<file path="config.mk">
export PLATFORM = sky130hd
export DESIGN_NAME = rptw_ram
export DESIGN_NICKNAME = d
export VERILOG_FILES = /design/src/rtl/core/rptw_ram.sv
export SDC_FILE = /design/constraint.sdc
export NUM_CORES = 1
export LEC_CHECK = 0
export ABC_AREA = 1
export CAP_MARGIN = 25
export CORE_MARGIN = 2
export CORE_UTILIZATION = 50
export CTS_BUF_LIST = sky130_fd_sc_hd__clkbuf_8
export DETAILED_ROUTE_END_ITERATION = 6
export DONT_BUFFER_PORTS = 1
export HOLD_SLACK_MARGIN = 0.06
export PLACE_DENSITY = 0.68
export RECOVER_POWER = 50
export SYNTH_ARGS = -nofsm -noshare
export SYNTH_HDL_FRONTEND = slang
export SYNTH_SLANG_ARGS = --single-unit
</file>
<file path="constraint.sdc">
create_clock -name clk -period 2.45 [get_ports clk]
set_input_delay 0.245 -clock clk [delete_from_list [all_inputs] [get_ports clk]]
set_output_delay 0.245 -clock clk [all_outputs]
set_load 0.05 [all_outputs]
</file>
<file path="src/rtl/core/rptw_ram.sv">
// Generic simple dual-port RAM with registered read.
module rptw_ram #(
	parameter int WIDTH = 8,
	parameter int DEPTH = 16,
	localparam int AW = $clog2(DEPTH)
) (
	input  logic             clk,
	input  logic             we,
	input  logic [AW-1:0]    waddr,
	input  logic [WIDTH-1:0] wdata,
	input  logic [AW-1:0]    raddr,
	output logic [WIDTH-1:0] rdata
);

	logic [WIDTH-1:0] mem [DEPTH];

	// Write one entry and read one entry; the read data is registered
	always_ff @(posedge clk) begin
		if (we) begin
			mem[waddr] <= wdata;
		end
		rdata <= mem[raddr];
	end

endmodule

</file>
==> results.txt, run 1 <==
The flow ran to the end, and the final reports show no timing, DRC or antenna violations. After the flow finishes, the layout carries non-filler instances totaling 720. For this run, the register share of the synthesized area comes to 69.43%. Vertical die dimension: 111.4 um.

Along the worst path, the maximum fanout reaches 65. By instance count, the leading cell after synthesis is sky130_fd_sc_hd__nand2_1. The tools report the detailed-route wire length as 12.68 mm. The worst register-to-register path begins at mem[12][4]$_DFFE_PP_. After synthesis the netlist holds a flip-flop and latch count of 136. The synthesized area per cell is 10.47 um2, and the normalized max-slew margin is 36.46%.

The cell depth of the worst min-delay path is 4, and the initial antenna violation count is 2. Final cycle utilization of the critical path: 71.10%. After detailed routing, the met3 layer carries 957 um of wire. The post-route minimum period is 1742 ps, and the number of setup buffers added after CTS is 0. TritonCTS built the clock tree. Source of the worst hold timing path: raddr[1]. For this run the aggregate overflow at the end of global routing stands at 0. The fraction of post-synthesis cell area in the top cell type by area is 66.65%. Yosys mapped the design onto 12 distinct sky130hd cell types.

The last weighted congestion value of the routability-driven placer was 0.8494. Setup repair after global routing left no endpoint under its margin. By count the netlist is led by sky130_fd_sc_hd__nand2_1, sky130_fd_sc_hd__edfxtp_1, sky130_fd_sc_hd__inv_1.

The number of remaining DRC errors is 0. Walking the worst path, the cells encountered are inv_2 > buf_4 > nand2_1 > nand3_1 > nand3_1 > nand3_1 > dlygate4sd3_1 > nand2_1. The worst setup path is launched from a primary input.

The number of vias per cell is 5.214, and the layout cell share with drive strength beyond 1 is 5.913%. The tools report the max-slew violation count as 0. During synthesis, Yosys emitted a total of 0 warnings. Clock tree synthesis selected as its root buffer the cell sky130_fd_sc_hd__clkbuf_8. The async set-reset flop share out of synthesis came out at 0%. For this run, the detailed router's first-pass iteration total came to 4.

The initial core utilization came out at 50.94%. Buffers inserted to repair hold after CTS numbered 13. For the worst setup path, the data arrival time is 2080 ps. The run gives 0 as the number of gates resized after cts. The number of placement rows was 39.

The setup slack of the worst register-to-register path came out at 990 ps. The critical path start-end classification was in -> reg. The via count of the first global-routing pass was 3,594; the worst-case clock buffer depth was 2.

The logs give 9.391 ps for the final worst clock skew and 3,754 for the detailed-route via count. The synthesized netlist occupies a cell area of 0.005767 mm2. Yosys attributes the largest share of cell area to sky130_fd_sc_hd__edfxtp_1, sky130_fd_sc_hd__nand2_1, sky130_fd_sc_hd__nand3_1, sky130_fd_sc_hd__inv_1, sky130_fd_sc_hd__dfxtp_1. Highest signal layer in the routed design: met4. Once detailed placement completed, the half-perimeter wirelength came to 7.489 mm. Counting cells, the worst reg-to-reg path comes to 7. Kind of cell with the highest combined delay on the critical path: buffers and inverters.

Max-cap violations in this run came to 0. The first global-routing pass estimated 19.86 mm of wire. Data on the critical path is required at its endpoint by 2780 ps. In this run the horizontal extent of the chip is 111.4 um.

Timing would allow up to 574.1 MHz. Entering global routing, the biggest net connects 66 pins. The cell type with the highest aggregate area in the netlist is sky130_fd_sc_hd__edfxtp_1. After clock tree synthesis, the clock-pin slew on the worst setup and hold paths is 70 ps. Global routing used 21.48% of the available tracks. The tools report the layout filler cell count as 936.

The type of the most critical hold path was in -> reg. At the end of the flow, the number of nets in the layout was 580. The sum of negative setup slack was 0 ps; the final hold violation count was 0. The number of synthesized flops with an enable pin works out to 128.

The routed length on met1 is 5.485 mm. IR analysis of the VDD net gives a maximum drop of 454.4 uV. The tools report the number of standard cells after synthesis as 551. Among all flip-flop cells after synthesis, the most frequent one is sky130_fd_sc_hd__edfxtp_1. During I/O placement, the number of pins put on the boundary was 26.

Transition at the pin with the smallest max-transition slack: 949.6 ps. For this design, the slowest cell found on the critical path is sky130_fd_sc_hd__inv_2. On the worst path, the slowest cell contributes a delay of 600 ps. Compared with the post-synthesis result, the final layout area differs by 10.09%. Dividing total power by cell area gives a power density of 758.8 mW/mm2. Buffers placed on the I/O ports in this run total 0. CTS saw 136 sinks. The number of levels the H-tree was split into is 4.

The tools report the number of cells in the design after placement as 673. The tools report the reg-to-reg endpoint as rdata[4]$_DFF_P_. The insertion delay of the later-clocked pin in the worst-skew pair was 440 ps; the average wire per cell in the routed design was 17.61 um.

The floorplan step defined a die boundary enclosing 0.01241 mm2. In this run the remaining antenna-violating nets after routing total 0. End of the worst hold path: rdata[0]$_DFF_P_. The analysis attributes to cell leakage a power of 2.692 nW. Setup violations remaining at the end of the flow were counted as 0. Wire segments on met2 add up to 5.934 mm in the final route.

The number of DRC violations after detailed-routing iteration 0 was 372; the number of buffers created by CTS was 17. The number of nets handed over by synthesis was 569. After floorplanning, the core was sized to cover 0.01132 mm2. The most frequent cell on the critical path is sky130_fd_sc_hd__nand3_1. The capturing element type of the critical path is a flop. The worst path buffer plus inverter count came out at 3.
## state kept, by name, indices dropped and copies added (netlist names)
name and flops:
mem 128, rdata 8
## stage by stage
stage	setup slack [ps]	util (%)	total power, mW	hold WS [ps]	cell area, um2
detailed placement	723.2	51.25	2.918	344.5	5802
floorplan	1254	-	2.899	343.9	5767
global route	574.2	56.03	4.986	78.00	6344
global placement	731.2	51.25	2.916	344.7	5802
finish	708.1	56.08	4.818	107.9	6349
CTS	780.7	56.07	4.854	74.59	6347
## where the power goes
part           internal [mW]  switching (mW)
logic                 0.0786           0.175
registers               2.60          0.0747
clock network           1.05           0.837
## tightest hold or removal path: cells and delay by family
kind	cells	cell delay [ps]
and+or+nand+nor	4	260
## cell usage in the layout, fill, tap and decap left out, drive strengths merged
master,n
buf,2
bufinv,3
clkbuf,20
clkinv,5
clkinvlp,2
dfxtp,8
diode,2
dlygate4sd3,13
edfxtp,128
inv,105
nand2,173
nand3,97
nand3b,2
nor2,17
## cells by family after synthesis
kind of cell / synth area share, %
buffers and inverters: 9.525
flip-flops: 69.43
AND/OR/NAND/NOR: 21.05
## final cells by class
type	count	area (um2)	area share (%)
inverter	102	382.9	6.031
antenna	2	5.005	0.07883
timing repair buffer	16	148.9	2.345
clock buffer	19	261.5	4.119
clock inverter	13	153.9	2.424
sequential	136	4004	63.07
multi-input combinational	289	1214	19.12
tap	143	178.9	2.818
## per-layer routing
| layer | track usage, % | up-vias |
|---|---|---|
| li1 | - | 1795 |
| met1 | 29.69 | 1784 |
| met2 | 32.52 | 150 |
| met3 | 5.661 | 25 |
| met4 | 9.383 | 0 |
| met5 | 0 | - |
## worst max path at each step
stage,start,depth (start not counted),to,slack [ps]
after floorplan,waddr[2],2,mem[10][0]$_DFFE_PP_,1250
after global placement,raddr[0],7,rdata[3]$_DFF_P_,730
after detailed placement,raddr[0],7,rdata[3]$_DFF_P_,720
after CTS,raddr[0],8,rdata[1]$_DFF_P_,780
after global routing,raddr[0],9,rdata[1]$_DFF_P_,570
final,raddr[0],8,rdata[1]$_DFF_P_,710
No activity file was read; power rests on OpenSTA's default activity.
==> inputs of run 2 (changes only) <==
--- a/config.mk
+++ b/config.mk
@@ -5,7 +5,7 @@
 export SDC_FILE = /design/constraint.sdc
 export NUM_CORES = 1
 export LEC_CHECK = 0
-export ABC_AREA = 1
+export ABC_AREA = 0
 export CAP_MARGIN = 25
 export CORE_MARGIN = 2
 export CORE_UTILIZATION = 50
==> constraint.sdc (replaced) <==
create_clock -name clk -period 1.7 [get_ports clk]
set_input_delay 0.17 -clock clk [delete_from_list [all_inputs] [get_ports clk]]
set_output_delay 0.17 -clock clk [all_outputs]
set_load 0.05 [all_outputs]
==> results.txt, run 2 <==
The overall die width was 105.5 um; the final worst clock skew was 8.379 ps. The number of sinks on the clock net came out at 136. For the required time at the endpoint of the critical path, the log shows 2000 ps. The later pin in the worst-skew pair is clocked with a latency of 430 ps. The worst setup path is captured at a flop.

In this run the clock root is driven by a sky130_fd_sc_hd__clkbuf_8. By area the synthesized netlist is led by sky130_fd_sc_hd__edfxtp_1, sky130_fd_sc_hd__mux4_2, sky130_fd_sc_hd__mux4_1, sky130_fd_sc_hd__dfxtp_1, sky130_fd_sc_hd__a22oi_1. Synthesis inferred 136 register bits. In this run the vertical extent of the chip is 105.5 um. Clock tree synthesis inserted a total of 17 buffers. The logs give 0.01014 mm2 for the area of the core and 0 for the number of maximum-capacitance constraint violations.

Share of total power consumed by net switching: 21.41%. After clock tree synthesis, the clock-pin slew on the worst setup and hold paths is 70 ps. The analysis attributes to net switching a power of 1.401 mW. The number of placement rows was 37.

The maximum number of pins on one net before global-route repair is 33, and the wire length of the first global-routing pass is 15.07 mm. Counting flops with an async set or reset pin after synthesis yields a share of 0%. The cell area that synthesis handed to floorplanning was 0.005147 mm2.

Ranked by flip-flop count, first place goes to mem. The logs give 2,398 for the detailed-route via count and 9.804 mm for the detailed-route wire length. Number of nets with antenna violations after detailed routing: 0. Max-slew violation count: 0. Among all cell types in the netlist, the one instantiated most often is sky130_fd_sc_hd__edfxtp_1. For this design the static power due to leakage is 1.839 nW. After legalization and detailed placement, the total HPWL measured 5.889 mm. For the pin with the worst max-slew slack, the measured transition is 778.1 ps.

After layout, the minimum clock period comes to 1518 ps. In this run the power density over the cells is 1133 mW/mm2. During synthesis, Yosys emitted a total of 0 warnings. TritonCTS built the clock tree. The area growth from synthesis to layout is 12.20%. The H-tree generated during clock tree synthesis spans 4 levels. The share of the Yosys chip area taken by registers is 77.78%. The number of standard cells after synthesis is 229.

The final cycle utilization of the critical path was 89.29%. The largest total area in the synthesized netlist belongs to sky130_fd_sc_hd__edfxtp_1. Gates resized during post-CTS repair numbered 0. The first detailed-routing pass ran for 4 iterations. The congestion estimate from routability-driven global placement came to 0.7718.

The number of distinct library cells after synthesis was 19. For the worst setup path, the data arrival time is 1820 ps. The worst-case clock buffer depth is 2. The run gives 0 as the number of remaining DRC errors. Headroom to the max-slew limit came out at 47.93%. The area of the die is 0.01112 mm2. The largest registers in the layout are mem x128, rdata x8. The run finished with clean final reports. The initial utilization of the core area, before any placement, comes to 50.77%. The register with the most flip-flops in the layout has 128 of them. The logs give 2,460 for the via count of the first global-routing pass and 37.1% for the clock share of power. Ranked by instance count, the synthesized netlist is headed by sky130_fd_sc_hd__edfxtp_1, sky130_fd_sc_hd__mux4_2, sky130_fd_sc_hd__a22oi_1. The number of nets in the synthesized netlist is 247. The final-report setup violation count was 0. Critical path start-end classification: in -> reg. The number of synthesized flops with an enable pin is 128. Port buffering added 0 buffers. Global routing used 19.23% of the available tracks. Setup repair after global routing left no endpoint under its margin. Final hold violation count: 0. Per report_power, the combinational group accounts for 4.1% of the total.

Layout cell share with drive strength beyond 1: 17.69%. The peak fanout along the critical path is 23. After the first detailed-routing iteration, the DRC count stood at 178.

The type of the most critical hold path is in -> reg. The top cell types in the final layout, fill and taps aside, are sky130_fd_sc_hd__edfxtp_1, sky130_fd_sc_hd__mux4_2, sky130_fd_sc_hd__clkbuf_8. The cell area after layout came out at 0.005776 mm2.

The initial antenna violation count is 1. The fraction of post-synthesis cell area in the top cell type by area was 74.67%. The type of origin of the critical path was a primary input. The synthesized area per cell is 22.48 um2. Setup total negative slack on the finished layout was measured at 0 ps. For the total placed instance area, the log shows 0.005359 mm2.

The average wire per cell in the routed design was 23.68 um; the number of vias per cell was 5.792. Global routing finished with a remaining overflow of 0. Sequential cells account for 58.9% of the total power. The library cell used most frequently in the layout, excluding fill and tap cells, is sky130_fd_sc_hd__edfxtp_1. For the share of the core filled with cells, the log shows 56.97%. Among all flip-flop cells after synthesis, the most frequent one is sky130_fd_sc_hd__edfxtp_1. Cell internal power was estimated by the tool at 5.145 mW.

Timing would allow up to 658.8 MHz. Pin placement for this block handled 26 I/O pins. The largest vdd supply drop was 650.6 uV. At the end of the flow, the number of nets in the layout was 283.
==> run 2: changes by cell type in the layout (fill, tap and decap cells not counted), sizes merged, moves of 12 or more <==
cell    change
clkbuf     +12
mux4       +32
nand2     -164
a22oi      +16
inv       -104
nand3      -96
==> run 2: power groups by stage <==
stage	registers (mW)	logic (mW)	clock network, mW
2_1_floorplan	3.91	0.190	0
3_3_place_gp	3.92	0.205	0
3_5_place_dp	3.93	0.208	0
4_1_cts	3.85	0.276	2.49
5_1_grt	3.86	0.290	2.64
6_report	3.85	0.267	2.43
==> run 2: kinds of logic (layout without fill, tap and decap cells) <==
kind of cell    Yosys count  after routing  share of synthesized area, %
other cells               0              1                             0
buf+inv                  10             58                         1.677
compound gates           16             16                         2.334
mux                      32             32                         15.02
simple gates             35             35                         3.184
flops                   136            136                         77.78
==> run 2: final cells by class <==
type | instances | area, um2
clock buffers | 17 | 234.0
fillers | 736 | 4363
flip-flops and latches | 136 | 4004
repair buffers | 27 | 171.4
multi-input cells | 83 | 1057
clock inverters | 14 | 136.4
well taps | 136 | 170.2
diodes | 1 | 2.502
==> run 2: worst max-delay path, cell delays in order <==
cell                            delay (ps)
sky130_fd_sc_hd__dlygate4sd3_1         950
sky130_fd_sc_hd__mux4_1                400
sky130_fd_sc_hd__a22oi_1               200
sky130_fd_sc_hd__nand2_1                90
==> run 2: metal layers <==
metal	wire (um)	vias up	track usage (%)	share of wire, %
li1	-	1043	-	-
met1	3988	1237	27.54	41
met2	4794	105	28.53	49
met3	854	13	4.576	8.7
met4	167	0	8.476	1.7
met5	0	-	0	0
==> run 2: final timing paths <==
kind              depth (start not counted)          endpoint                  from  slack [ps]
setup / recovery                          4  rdata[1]$_DFF_P_              raddr[1]         180
hold / removal                            3  rdata[4]$_DFF_P_              raddr[1]          90
setup reg to reg                          3  rdata[5]$_DFF_P_   mem[1][5]$_DFFE_PP_         310
hold reg to reg                           3  rdata[2]$_DFF_P_  mem[12][2]$_DFFE_PP_         670
==> run 2: per-stage QoR <==
step	hold WS, ps	std cells	total power, mW	setup WS [ps]
after floorplan	268.9	229	4.103	37.13
after global placement	269.7	372	4.130	335.8
after detailed placement	269.7	372	4.137	343.0
after CTS	61.43	413	6.618	219.2
after global routing	94.88	414	6.787	144.0
final	89.33	414	6.546	182.1
==> run 2: what timing repair did <==
item / in CTS / in global routing
buffers inserted: 0 / 0
hold buffers: 10 / 0
endpoints found under the hold margin: 135 / 0
